[src/escc_pkg.sv]
// escc_pkg: shared types, constants and calendar tables for the converter
// used by escc_ctrl, escc_dpath and epoch_seconds_calendar_converter_core
`timescale 1ns / 1ps

package escc_pkg;

  localparam logic [16:0] SECS_PER_DAY  = 17'd86400;
  localparam logic [16:0] SECS_PER_HOUR = 17'd3600;
  localparam logic [16:0] SECS_PER_MIN  = 17'd60;
  localparam logic [16:0] DAYS_PER_WEEK = 17'd7;
  localparam logic [31:0] DAYS_IN_RANGE = 32'd36525;
  localparam logic [15:0] WEEKDAY_BIAS  = 16'd6;
  localparam logic [8:0]  DAYS_PER_YEAR = 9'd365;
  localparam logic [3:0]  LAST_MONTH    = 4'd12;
  localparam logic [3:0]  FEBRUARY      = 4'd2;

  // reciprocals for divide by multiply: q = ((x >> pre) * m) >> post,
  // exact over each operand range (day: 25-bit, hour: 13-bit, minute: 10-bit, week: 16-bit)
  localparam logic [25:0] RECIP_DAY  = 26'd50903317;
  localparam logic [25:0] RECIP_HOUR = 26'd9321;
  localparam logic [25:0] RECIP_MIN  = 26'd1093;
  localparam logic [25:0] RECIP_WEEK = 26'd74899;

  // divider jobs
  typedef enum logic [1:0] {
    JOB_DAY,
    JOB_HOUR,
    JOB_MIN,
    JOB_WEEK
  } job_t;

  // date to seconds steps
  typedef enum logic [2:0] {
    CV_IDLE,
    CV_DAYS,
    CV_HOURS,
    CV_MINS,
    CV_SECS
  } conv_t;

  typedef struct packed {
    logic  load;
    logic  div_start;
    job_t  div_job;
    conv_t conv_op;
    logic  year_step;
    logic  month_step;
    logic  out_load;
  } cmd_t;

  typedef struct packed {
    logic kind;
    logic div_done;
    logic year_fit;
    logic month_fit;
    logic oor;
  } stat_t;

  // length of a common-year month, months 1 to 12
  function automatic logic [4:0] month_len(input logic [3:0] mo);
    logic [4:0] len;
    case (mo)
      4'd2:    len = 5'd28;
      4'd4:    len = 5'd30;
      4'd6:    len = 5'd30;
      4'd9:    len = 5'd30;
      4'd11:   len = 5'd30;
      default: len = 5'd31;
    endcase
    return len;
  endfunction

  // days of the common-year months before mo; none for 0 or 1, a whole year past 12
  function automatic logic [8:0] days_before(input logic [3:0] mo);
    logic [8:0] d;
    case (mo)
      4'd0:    d = 9'd0;
      4'd1:    d = 9'd0;
      4'd2:    d = 9'd31;
      4'd3:    d = 9'd59;
      4'd4:    d = 9'd90;
      4'd5:    d = 9'd120;
      4'd6:    d = 9'd151;
      4'd7:    d = 9'd181;
      4'd8:    d = 9'd212;
      4'd9:    d = 9'd243;
      4'd10:   d = 9'd273;
      4'd11:   d = 9'd304;
      4'd12:   d = 9'd334;
      default: d = 9'd365;
    endcase
    return d;
  endfunction

endpackage

[src/escc_ctrl.sv]
// escc_ctrl: sequencing state machine of the converter
// depends on escc_pkg for command and status types
`timescale 1ns / 1ps

module escc_ctrl (
  input  logic           clk,
  input  logic           rst,
  input  logic           in_valid,
  output logic           in_stall,
  output logic           out_valid,
  input  logic           out_stall,
  input  escc_pkg::stat_t stat,
  output escc_pkg::cmd_t  cmd
);

  typedef enum logic [3:0] {
    S_IDLE,
    S_SETUP,
    S_CV_DAYS,
    S_CV_HOURS,
    S_CV_MINS,
    S_CV_SECS,
    S_DSTART,
    S_DWAIT,
    S_YEAR,
    S_MONTH,
    S_FINISH
  } state_t;

  state_t        state;
  escc_pkg::job_t job;
  logic          out_free;

  assign in_stall = (state != S_IDLE);
  assign out_free = !out_valid || !out_stall;

  always_comb begin
    cmd            = '0;
    cmd.div_job    = job;
    cmd.conv_op    = escc_pkg::CV_IDLE;
    cmd.load       = (state == S_IDLE) && in_valid;
    cmd.div_start  = (state == S_DSTART);
    cmd.year_step  = (state == S_YEAR);
    cmd.month_step = (state == S_MONTH);
    cmd.out_load   = (state == S_FINISH) && out_free;
    case (state)
      S_CV_DAYS:  cmd.conv_op = escc_pkg::CV_DAYS;
      S_CV_HOURS: cmd.conv_op = escc_pkg::CV_HOURS;
      S_CV_MINS:  cmd.conv_op = escc_pkg::CV_MINS;
      S_CV_SECS:  cmd.conv_op = escc_pkg::CV_SECS;
      default:    cmd.conv_op = escc_pkg::CV_IDLE;
    endcase
  end

  always_ff @(posedge clk) begin
    if (rst) begin
      state     <= S_IDLE;
      job       <= escc_pkg::JOB_DAY;
      out_valid <= 1'b0;
    end else begin
      // a new result replaces the one taken in the same cycle
      if ((state == S_FINISH) && out_free) begin
        out_valid <= 1'b1;
      end else if (out_valid && !out_stall) begin
        out_valid <= 1'b0;
      end
      case (state)
        S_IDLE: begin
          if (in_valid) begin
            job   <= escc_pkg::JOB_DAY;
            state <= S_SETUP;
          end
        end
        S_SETUP:    state <= stat.kind ? S_CV_DAYS : S_DSTART;
        S_CV_DAYS:  state <= S_CV_HOURS;
        S_CV_HOURS: state <= S_CV_MINS;
        S_CV_MINS:  state <= S_CV_SECS;
        S_CV_SECS:  state <= S_DSTART;
        S_DSTART:   state <= S_DWAIT;
        S_DWAIT: begin
          if (stat.div_done) begin
            case (job)
              escc_pkg::JOB_DAY: begin
                job   <= stat.kind ? escc_pkg::JOB_WEEK : escc_pkg::JOB_HOUR;
                state <= S_DSTART;
              end
              escc_pkg::JOB_HOUR: begin
                job   <= escc_pkg::JOB_MIN;
                state <= S_DSTART;
              end
              escc_pkg::JOB_MIN: begin
                if (stat.oor) begin
                  state <= S_FINISH;
                end else begin
                  job   <= escc_pkg::JOB_WEEK;
                  state <= S_DSTART;
                end
              end
              escc_pkg::JOB_WEEK: state <= stat.kind ? S_FINISH : S_YEAR;
              default:            state <= S_FINISH;
            endcase
          end
        end
        S_YEAR:  if (stat.year_fit) state <= S_MONTH;
        S_MONTH: if (stat.month_fit) state <= S_FINISH;
        S_FINISH: begin
          if (out_free) begin
            state <= S_IDLE;
          end
        end
        default: state <= S_IDLE;
      endcase
    end
  end

endmodule

[src/escc_dpath.sv]
// escc_dpath: operand registers, reciprocal divider, year and month walk, result register
// depends on escc_pkg for tables, constants and command and status types
`timescale 1ns / 1ps

module escc_dpath (
  input  logic            clk,
  input  logic            rst,
  input  escc_pkg::cmd_t  cmd,
  output escc_pkg::stat_t stat,
  input  logic            kind,
  input  logic [31:0]     seconds_in,
  input  logic [6:0]      year_offset,
  input  logic [3:0]      month,
  input  logic [4:0]      day,
  input  logic [4:0]      hour,
  input  logic [5:0]      minute,
  input  logic [5:0]      second,
  output logic [31:0]     seconds_out,
  output logic [6:0]      year_offset_out,
  output logic [3:0]      month_out,
  output logic [4:0]      day_out,
  output logic [4:0]      hour_out,
  output logic [5:0]      minute_out,
  output logic [5:0]      second_out,
  output logic [2:0]      weekday,
  output logic            out_of_range
);

  // captured request
  logic        kind_r;
  logic [6:0]  y_r;
  logic [3:0]  mon_r;
  logic [4:0]  dy_r;
  logic [4:0]  hr_r;
  logic [5:0]  mi_r;
  logic [5:0]  sc_r;

  // working values
  logic [31:0] cnt;
  logic [31:0] acc;
  logic [15:0] days;
  logic [16:0] rem;
  logic [6:0]  yo;
  logic [3:0]  mo;
  logic [4:0]  hr_q;
  logic [5:0]  mi_q;
  logic [5:0]  sc_q;
  logic [2:0]  wd_q;
  logic        oor;

  // reciprocal divider: multiply, then quotient times divisor, then remainder
  logic [31:0]    dvd;
  logic [16:0]    dsor;
  escc_pkg::job_t djob;
  logic [1:0]     dph;
  logic           dbusy;
  logic           ddone;
  logic [24:0]    dmul_a;
  logic [25:0]    dmul_b;
  logic [50:0]    dprod;
  logic [15:0]    dquo;
  logic [15:0]    dq;
  logic [31:0]    dqd;
  logic [16:0]    drem;
  logic [31:0]    dividend;
  logic [16:0]    divisor;

  // calendar walk
  logic        leap;
  logic [9:0]  year_len;
  logic [5:0]  mlen;
  logic        year_fit;
  logic        month_fit;
  logic        leap_cv;
  logic [15:0] days_calc;

  always_comb begin
    case (cmd.div_job)
      escc_pkg::JOB_DAY: begin
        dividend = cnt;
        divisor  = escc_pkg::SECS_PER_DAY;
      end
      escc_pkg::JOB_HOUR: begin
        dividend = {15'd0, rem};
        divisor  = escc_pkg::SECS_PER_HOUR;
      end
      escc_pkg::JOB_MIN: begin
        dividend = {15'd0, rem};
        divisor  = escc_pkg::SECS_PER_MIN;
      end
      default: begin
        dividend = {16'd0, days + escc_pkg::WEEKDAY_BIAS};
        divisor  = escc_pkg::DAYS_PER_WEEK;
      end
    endcase
  end

  // low zero bits of the divisor shifted off first, then one reciprocal multiply
  always_comb begin
    case (djob)
      escc_pkg::JOB_DAY: begin
        dmul_a = dvd[31:7];
        dmul_b = escc_pkg::RECIP_DAY;
        dquo   = dprod[50:35];
      end
      escc_pkg::JOB_HOUR: begin
        dmul_a = {12'd0, dvd[16:4]};
        dmul_b = escc_pkg::RECIP_HOUR;
        dquo   = dprod[36:21];
      end
      escc_pkg::JOB_MIN: begin
        dmul_a = {10'd0, dvd[16:2]};
        dmul_b = escc_pkg::RECIP_MIN;
        dquo   = dprod[29:14];
      end
      default: begin
        dmul_a = {9'd0, dvd[15:0]};
        dmul_b = escc_pkg::RECIP_WEEK;
        dquo   = dprod[34:19];
      end
    endcase
  end

  // remainder is below the divisor, so 17 bits hold it
  assign drem = 17'(dvd - dqd);

  assign leap      = (yo[1:0] == 2'd0);
  assign year_len  = {1'b0, escc_pkg::DAYS_PER_YEAR} + {9'd0, leap};
  assign mlen      = {1'b0, escc_pkg::month_len(mo)}
                   + {5'd0, leap && (mo == escc_pkg::FEBRUARY)};
  assign year_fit  = days < {6'd0, year_len};
  assign month_fit = (mo == escc_pkg::LAST_MONTH) || (days < {10'd0, mlen});

  assign leap_cv   = (mon_r > escc_pkg::FEBRUARY) && (y_r[1:0] == 2'd0);
  // one more than the day number, as the final step takes a day off
  assign days_calc = {11'd0, dy_r} + {7'd0, escc_pkg::days_before(mon_r)}
                   + {15'd0, leap_cv}
                   + 16'({9'd0, y_r} * {7'd0, escc_pkg::DAYS_PER_YEAR})
                   + {10'd0, 6'(({1'b0, y_r} + 8'd3) >> 2)};

  assign stat.kind      = kind_r;
  assign stat.div_done  = ddone;
  assign stat.year_fit  = year_fit;
  assign stat.month_fit = month_fit;
  assign stat.oor       = oor;

  // divider control, three phases per job
  always_ff @(posedge clk) begin
    if (rst) begin
      dbusy <= 1'b0;
      ddone <= 1'b0;
      dph   <= 2'd0;
    end else begin
      ddone <= dbusy && (dph == 2'd2);
      if (cmd.div_start) begin
        dbusy <= 1'b1;
        dph   <= 2'd0;
      end else if (dbusy) begin
        dph <= dph + 2'd1;
        if (dph == 2'd2) dbusy <= 1'b0;
      end
    end
  end

  always_ff @(posedge clk) begin
    if (cmd.load) begin
      kind_r <= kind;
      y_r    <= year_offset;
      mon_r  <= month;
      dy_r   <= day;
      hr_r   <= hour;
      mi_r   <= minute;
      sc_r   <= second;
      cnt    <= seconds_in;
      yo     <= 7'd0;
      mo     <= 4'd1;
      oor    <= 1'b0;
      wd_q   <= 3'd0;
    end

    case (cmd.conv_op)
      escc_pkg::CV_DAYS:  acc <= {16'd0, days_calc};
      escc_pkg::CV_HOURS: acc <= 32'(acc * 32'd24) + {27'd0, hr_r};
      escc_pkg::CV_MINS:  acc <= 32'(acc * 32'd60) + {26'd0, mi_r};
      escc_pkg::CV_SECS:  cnt <= 32'(acc * 32'd60) + {26'd0, sc_r}
                               - {15'd0, escc_pkg::SECS_PER_DAY};
      default: ;
    endcase

    if (cmd.div_start) begin
      dvd  <= dividend;
      dsor <= divisor;
      djob <= cmd.div_job;
    end

    if (dbusy) begin
      case (dph)
        2'd0: dprod <= {26'd0, dmul_a} * {25'd0, dmul_b};
        2'd1: begin
          dq  <= dquo;
          dqd <= {16'd0, dquo} * {15'd0, dsor};
        end
        2'd2: begin
          case (djob)
            escc_pkg::JOB_DAY: begin
              days <= dq;
              rem  <= drem;
              oor  <= !kind_r && ({16'd0, dq} >= escc_pkg::DAYS_IN_RANGE);
            end
            escc_pkg::JOB_HOUR: begin
              hr_q <= dq[4:0];
              rem  <= drem;
            end
            escc_pkg::JOB_MIN: begin
              mi_q <= dq[5:0];
              sc_q <= drem[5:0];
            end
            default: wd_q <= drem[2:0];
          endcase
        end
        default: ;
      endcase
    end

    if (cmd.year_step && !year_fit) begin
      days <= days - {6'd0, year_len};
      yo   <= yo + 7'd1;
    end

    if (cmd.month_step && !month_fit) begin
      days <= days - {10'd0, mlen};
      mo   <= mo + 4'd1;
    end

    if (cmd.out_load) begin
      seconds_out     <= kind_r ? cnt : 32'd0;
      year_offset_out <= (!kind_r && !oor) ? yo : 7'd0;
      month_out       <= (!kind_r && !oor) ? mo : 4'd0;
      day_out         <= (!kind_r && !oor) ? (days[4:0] + 5'd1) : 5'd0;
      hour_out        <= kind_r ? 5'd0 : hr_q;
      minute_out      <= kind_r ? 6'd0 : mi_q;
      second_out      <= kind_r ? 6'd0 : sc_q;
      weekday         <= oor ? 3'd0 : wd_q;
      out_of_range    <= oor;
    end
  end

endmodule

[src/epoch_seconds_calendar_converter_core.sv]
// epoch_seconds_calendar_converter_core: top level, seconds since 2000 <-> calendar date
// depends on escc_pkg, escc_ctrl and escc_dpath
//
//   channel | handshake          | payload
//   --------+--------------------+-----------------------------------------------
//   in      | in_valid, in_stall | kind, seconds_in, year_offset, month, day,
//           |                    | hour, minute, second
//   out     | out_valid,         | seconds_out, year_offset_out, month_out,
//           | out_stall          | day_out, hour_out, minute_out, second_out,
//           |                    | weekday, out_of_range
//
// one request at a time; each constant divide is a reciprocal multiply, then quotient times divisor,
// then remainder, framed by the sequencer's start and wait states; the year walk sets the pace
// date to seconds steps through setup, four multiply-add steps, two divides and finish;
// seconds to date runs four divides, then walks Y years (0 to 99) and M months (0 to 11),
// and finishes after three divides past 2099; the sequencer then returns to idle,
// where it takes the next transfer
// a new request is taken while a finished result still waits in the output register
// rst is synchronous; it clears the sequencer, the divider and the output valid
// a stalled result holds; the next result waits in the finish state until taken
`timescale 1ns / 1ps

module epoch_seconds_calendar_converter_core (
  input  logic        clk,
  input  logic        rst,
  input  logic        in_valid,
  output logic        in_stall,
  input  logic        kind,
  input  logic [31:0] seconds_in,
  input  logic [6:0]  year_offset,
  input  logic [3:0]  month,
  input  logic [4:0]  day,
  input  logic [4:0]  hour,
  input  logic [5:0]  minute,
  input  logic [5:0]  second,
  output logic        out_valid,
  input  logic        out_stall,
  output logic [31:0] seconds_out,
  output logic [6:0]  year_offset_out,
  output logic [3:0]  month_out,
  output logic [4:0]  day_out,
  output logic [4:0]  hour_out,
  output logic [5:0]  minute_out,
  output logic [5:0]  second_out,
  output logic [2:0]  weekday,
  output logic        out_of_range
);

  // command and status between sequencer and datapath
  escc_pkg::cmd_t  cmd;
  escc_pkg::stat_t stat;

  escc_ctrl u_ctrl (
    .clk       (clk),
    .rst       (rst),
    .in_valid  (in_valid),
    .in_stall  (in_stall),
    .out_valid (out_valid),
    .out_stall (out_stall),
    .stat      (stat),
    .cmd       (cmd)
  );

  escc_dpath u_dpath (
    .clk             (clk),
    .rst             (rst),
    .cmd             (cmd),
    .stat            (stat),
    .kind            (kind),
    .seconds_in      (seconds_in),
    .year_offset     (year_offset),
    .month           (month),
    .day             (day),
    .hour            (hour),
    .minute          (minute),
    .second          (second),
    .seconds_out     (seconds_out),
    .year_offset_out (year_offset_out),
    .month_out       (month_out),
    .day_out         (day_out),
    .hour_out        (hour_out),
    .minute_out      (minute_out),
    .second_out      (second_out),
    .weekday         (weekday),
    .out_of_range    (out_of_range)
  );

  // a result past 2099 carries no date and no weekday
  a_oor_blank : assert property (@(posedge clk) disable iff (rst)
    out_valid && out_of_range |-> year_offset_out == 7'd0 && month_out == 4'd0
                                  && day_out == 5'd0 && weekday == 3'd0)
    else $error("out_of_range result with date fields set");

  // weekday always lies in Sunday to Saturday
  a_weekday_range : assert property (@(posedge clk) disable iff (rst)
    out_valid |-> weekday <= 3'd6)
    else $error("weekday beyond Saturday");

  // an accepted transfer occupies the sequencer
  a_busy_after_accept : assert property (@(posedge clk) disable iff (rst)
    in_valid && !in_stall |=> in_stall)
    else $error("input taken again straight after a transfer");

  // the divider only reports done while the sequencer waits on it
  a_done_busy : assert property (@(posedge clk) disable iff (rst)
    stat.div_done |-> in_stall && !cmd.out_load)
    else $error("divider done outside a conversion");

endmodule

[config.mk]
export PLATFORM = sky130hd
export DESIGN_NAME = epoch_seconds_calendar_converter_core
export DESIGN_NICKNAME = d
export VERILOG_FILES = /design/src/escc_pkg.sv /design/src/escc_ctrl.sv /design/src/escc_dpath.sv /design/src/epoch_seconds_calendar_converter_core.sv
export SDC_FILE = /design/constraint.sdc
export NUM_CORES = 2
export LEC_CHECK = 0
export BUFFER_PORTS_ARGS = -buffer_cell sky130_fd_sc_hd__buf_2
export CAP_MARGIN = 20
export CORE_MARGIN = 5
export CORE_UTILIZATION = 50
export CTS_BUF_LIST = sky130_fd_sc_hd__clkbuf_8
export DETAILED_ROUTE_END_ITERATION = 16
export HOLD_SLACK_MARGIN = 0.02
export PLACE_DENSITY = 0.64
export SETUP_SLACK_MARGIN = 0.05
export SYNTH_ARGS = -nofsm -noshare
export SYNTH_HDL_FRONTEND = slang
export SYNTH_HIERARCHICAL = 1
export SYNTH_SLANG_ARGS = --single-unit
[constraint.sdc]
create_clock -name clk -period 18.92 [get_ports clk]
set_clock_uncertainty 0.05 [all_clocks]
set_input_delay 3.784 -clock clk [delete_from_list [all_inputs] [get_ports clk]]
set_output_delay 3.784 -clock clk [all_outputs]
set_load 0.01 [all_outputs]
Yosys cells after proc, flatten, opt, wreduce, memory -nomap -nowiden. Memory sizes are Yosys's and may differ from the RTL's. A register that Yosys moved wholly into a read port is not among the register bits. Index checks and enable logic that the tools add are counted.

Flip-flop bits (word level): 378. Bits in read-only memories: 144. Bits of input ports: 70. Output and inout port bits: 71. Memories: 1.

Add/subtract/negate cells: 19. $mul: 5. Magnitude comparators: 4. Equal/unequal tests: 34. Muxes and demuxes: 49. Reduce and logical (&&, ||, !) cells: 48.

Memory list: (no name shown) (words 16, width 9, rd ports 1, clocked after Yosys merged registers in 1, write ports 0, line escc_pkg.sv:76) `case (mo)`.

Operators by type and width (number): $pmux W32 S3 (1); $mux W16 (5); $pmux W26 S3 (1); $pmux W25 S3 (1); $add A32 B6 Y32 (2); $mux W32 (2); $pmux W32 S2 (1); $mul A25 B26 Y51 (1); $pmux W17 S3 (1); $pmux W16 S3 (1); $pmux W4 S11 (1); $mux W4 (9); $add A32 B5 Y32 (1); $mul A32 B2 Y29 const B (1); $mul A32 B4 Y30 const B (1); $sub A32 B17 Y32 const B (1); $eq A4 B3 Y1 const B (6); $eq A4 B4 Y1 const B (6); $mul A16 B17 Y17 (1); $sub A17 B17 Y17 (1); $add A16 B1 Y16 (1); $add A16 B16 Y16 (1); $add A16 B3 Y16 const B (1); $add A16 B6 Y16 (1); other kinds (48) (111).

Depth between registers and ports, before layout.
Depth after elaboration: 10. Depth in mapped cells: 36. Mapped depth without buffers: 33.

Cells and area by module. Netlist, hierarchy kept.

Modules (own cells, without submodules): escc_dpath (instances 1, cells each 4160, area an instance 42368.1 um^2, sequential area each 10430.0 um^2); escc_ctrl (instances 1, cells each 80, area an instance 613.1 um^2, sequential area each 140.1 um^2).

Worst setup path after synthesis. OpenSTA, ideal clock, no wires.

Path type: flip-flop to flip-flop. Start point: reg u_dpath.djob[0]. End point: reg u_dpath.dprod[45] (data pin). Arrival time: 8.053 ns. Required time: 18.608 ns. Path slack: 10.555 ns. Stages on the path, launching flop included: 31. Path buffers: 3. Clock period less this slack: 8.365 ns. Cells stage by stage: edfxtp_1 -> ha_1 -> clkbuf_1 -> clkbuf_1 -> buf_1 -> mux2i_1 -> inv_1 -> and2_1 -> fa_1 -> inv_1 -> fa_1 -> fa_1 -> fa_1 -> inv_1 -> fa_1 -> fa_1 -> inv_1 -> fa_1 -> inv_1 -> ha_1 -> a21oi_1 -> o21ai_0 -> nand2b_1 -> a21o_1 -> a311oi_1 -> a21oi_1 -> o21bai_1 -> a31o_2 -> a31oi_1 -> o21bai_1 -> xor2_1.

Longest elaborated chain between the ends: 3. Elaborated cells between the ends (all ways): 6. Classes of those cells: mul (1); eq/ne (2); mux (2); reduce/logical (1).

Ends and longest elaborated chain: start: declaration (line escc_dpath.sv:54) `escc_pkg::job_t djob;`; start signal: assignment (line escc_dpath.sv:193) `djob <= cmd.div_job;`; $eq A2 B2 Y1 (tied with other cells) (line escc_dpath.sv:100) `case (djob)`; $pmux W25 S3 or $pmux W26 S3 (tied branches) (line escc_dpath.sv:100); $mul A25 B26 Y51 * (line escc_dpath.sv:198) `2'd0: dprod <= {26'd0, dmul_a} * {25'd0, dmul_b};`; end signal: assignment (line escc_dpath.sv:198); end: declaration (line escc_dpath.sv:60) `logic [50:0] dprod;`.

Mark *: on every way between the ends. The rest lies on a longest branch, timed or not. A chain may end at the register's enable or synchronous reset.

Worst setup path in the final report.
Start point: reg u_dpath.djob[1]. End point: reg u_dpath.dprod[45] (data pin).

Same word-level chain as after synthesis.

==> impl_metrics.yaml <==
outcome:
  status: "finished, final reports clean"
clock_network:
  clk_pin_slew_ps: 60
  cts-root-buf: "clkbuf_8"
  worstSkewPairLatency_ps: 660
  holdBufCountCts: 0
  cts_resized: 0
  ctsHtreeMaxLevel: 3
  clockBufferDepth: 3
  postCtsSetupBuffers: 0
  cts_tree: "built"
  cts.sinks: 360
  numCtsBuffers: 70
sta:
  maxSlewViolCount: 0
  period_share: 0.5194
  setup-tns-final_ps: 0
  setup_viol: 0
  min_period_ps: 9827
  max_freq_mhz: 101.8
  max_slew_margin: 0.2103
  worstMarginPinSlew_ps: 1170
  hold_viol: 0
  rsz0062_at_grt: "no"
  setup_ws_ps: 9093
worst_setup_path:
  critPathMaxFanout: 31
  max_stage_delay_ps: 920
  crit_path_start_kind: "flip-flop"
  path_class: "reg2reg"
  cp_data_required_time_ps: 19220
  critPathArrivalTime_ps: 10130
  cpMaxStageDelayCell: "ha_1"
  cp-end-kind: "flip-flop"
synthesis:
  syn_inst: 4240
  synth_warnings: 6
  syn_avg_cell_area_um2: 10.14
  yosys-top-cells-area: "fa_1 (24%), edfxtp_1 (23%), ha_1 (15%)"
  async_reset_ff_frac: 0
  ys_seq_elements: 360
  yosys.area.top_type: "fa_1"
  yosysTopAreaCellShare: 0.2399
  synth.cell_area_um2: 42980
  syn_nets: 5356
  synth_cell_type_count: 95
  synth_flop_cell: "edfxtp_1"
  synth_edf_count: 336
  yosysSeqAreaShare: 0.2459
layout:
  fin_cells: 5567
  area.growth.synth_to_final_pct: 7.644
  layout-drive-gt1-share: 0.07447
  nets: 5481
global_route:
  first_global_vias: 31130
  grt_max_degree: 68
  grt_overflow_total: 0
  antenna_found_initial: 6
  grt_use_total: 0.2572
  grt_pass1_wl_mm: 180.9
place:
  post-place-ws_ps: 9243
  dp_cells: 5436
  dp_hpwl_mm: 95.26
  globalplace.congestion: 0.9656
  io_buffers: 140
detailed_routing:
  route.detailed.drc: 0
  num_vias: 29960
  post_drt_wl_per_cell_um: 20.84
  drt-pass1-iter-count: 8
  drt-initial-drc-count: 2255
  antenna_left: 0
  viasPerCell: 5.382
  routed_wl_mm: 116.0
floorplan:
  die_h_um: 303.2
  io_pins: 141
  rows: 107
  die_x_um: 303.2
  initial_core_util: 0.5040
  dieArea_um2: 91930
  coreArea_um2: 85280
hold_path:
  holdCritPathClass: "reg2reg"
job:
  drv_cap: 0
[cell usage after synthesis (all sizes together), types with 24 or more instances]
| library cell | number |
|---|---|
| a211oi | 43 |
| a21o | 52 |
| a21oi | 151 |
| and2 | 147 |
| and3 | 43 |
| clkbuf | 93 |
| dfxtp | 24 |
| edfxtp | 336 |
| fa | 515 |
| ha | 531 |
| inv | 860 |
| mux2i | 33 |
| nand2 | 260 |
| nand2b | 43 |
| nand3 | 51 |
| nor2 | 193 |
| nor2b | 60 |
| nor3 | 56 |
| o21a | 25 |
| o21ai | 120 |
| xnor2 | 176 |
| xor2 | 83 |
[sequential cells by signal, summed over array words and instances, names as in the netlist, 7 cells and up, named ones only]
| name | flops |
|---|---|
| u_dpath/dprod | 37 |
| u_dpath/cnt | 32 |
| u_dpath/dvd | 32 |
| u_dpath/seconds_out | 32 |
| u_dpath/acc | 30 |
| u_dpath/dqd | 17 |
| u_dpath/rem | 17 |
| u_dpath/days | 16 |
| u_dpath/dq | 16 |
| u_dpath/y_r | 7 |
| u_dpath/year_offset_out | 7 |
| u_dpath/yo | 7 |
[cells by family after synthesis]
family,count (synthesis),share of synthesized area
xor+xnor,259,0.05295
buf+inv,975,0.08579
mux,51,0.01266
flops,360,0.2459
fa+ha+maj,1046,0.3944
simple gates,950,0.1128
compound gates,599,0.09545
[area by class of cell]
type | count | area [µm²]
diodes | 5 | 12.51
multi-input cells | 2905 | 28760
well taps | 1144 | 1431
clock inverters | 53 | 344.1
inverters | 860 | 3228
flip-flops and latches | 360 | 10570
clock buffers | 72 | 991.0
fillers | 7601 | 39010
repair buffers | 168 | 930.9
[metrics by stage]
| step | cell area (µm²) | hold slack [ps] | util |
|---|---|---|---|
| floorplan | 42980 | 394.0 | - |
| global placement | 44880 | 418.7 | 0.5263 |
| detailed placement | 44910 | 433.3 | 0.5266 |
| CTS | 46250 | 445.3 | 0.5423 |
| global route | 46260 | 478.3 | 0.5424 |
| finish | 46270 | 439.3 | 0.5425 |
[metal layers]
metal  GRT usage  routed length, µm
met1      0.3359              48560
met4      0.1063               5528
met5           0                 13
met2      0.4272              54980
met3     0.04523               6949
[cells in the final DEF, fill, tap and decap left out, drive strengths merged, types with 24 or more instances in the layout]
| cell type | instances |
|---|---|
| inv | 885 |
| ha | 531 |
| fa | 515 |
| edfxtp | 336 |
| nand2 | 260 |
| nor2 | 193 |
| xnor2 | 176 |
| buf | 168 |
| a21oi | 151 |
| and2 | 147 |
| o21ai | 120 |
| xor2 | 83 |
| clkbuf | 72 |
| nor2b | 60 |
| nor3 | 56 |
| a21o | 52 |
| nand3 | 51 |
| a211oi | 43 |
| nand2b | 43 |
| and3 | 43 |
| mux2i | 33 |
| o21a | 25 |
| dfxtp | 24 |
[critical path, delay by kind of cell, from the launching register on]
kind / cells / cell delay, ps
AOI/OAI and AO/OA: 8 / 2410
and+or+nand+nor: 4 / 1090
muxes: 1 / 470
xor gates and xnor gates: 1 / 90
adders and majority gates: 9 / 4340
DFF: 1 / 440
buffers and inverters: 6 / 640
[worst paths after layout]
check,depth (start not counted),slack [ps],start,endpoint
min reg2reg,2,440,u_dpath/wd_q[1],u_dpath/wd_q[1]
max,29,9090,u_dpath/djob[1],u_dpath/dprod[45]
min,2,440,u_dpath/wd_q[1],u_dpath/wd_q[1]
max reg2reg,29,9090,u_dpath/djob[1],u_dpath/dprod[45]
Power is left out: the tool's default activity adds up to more than one toggle a clock period on the data nets, which glitch-free logic cannot reach.
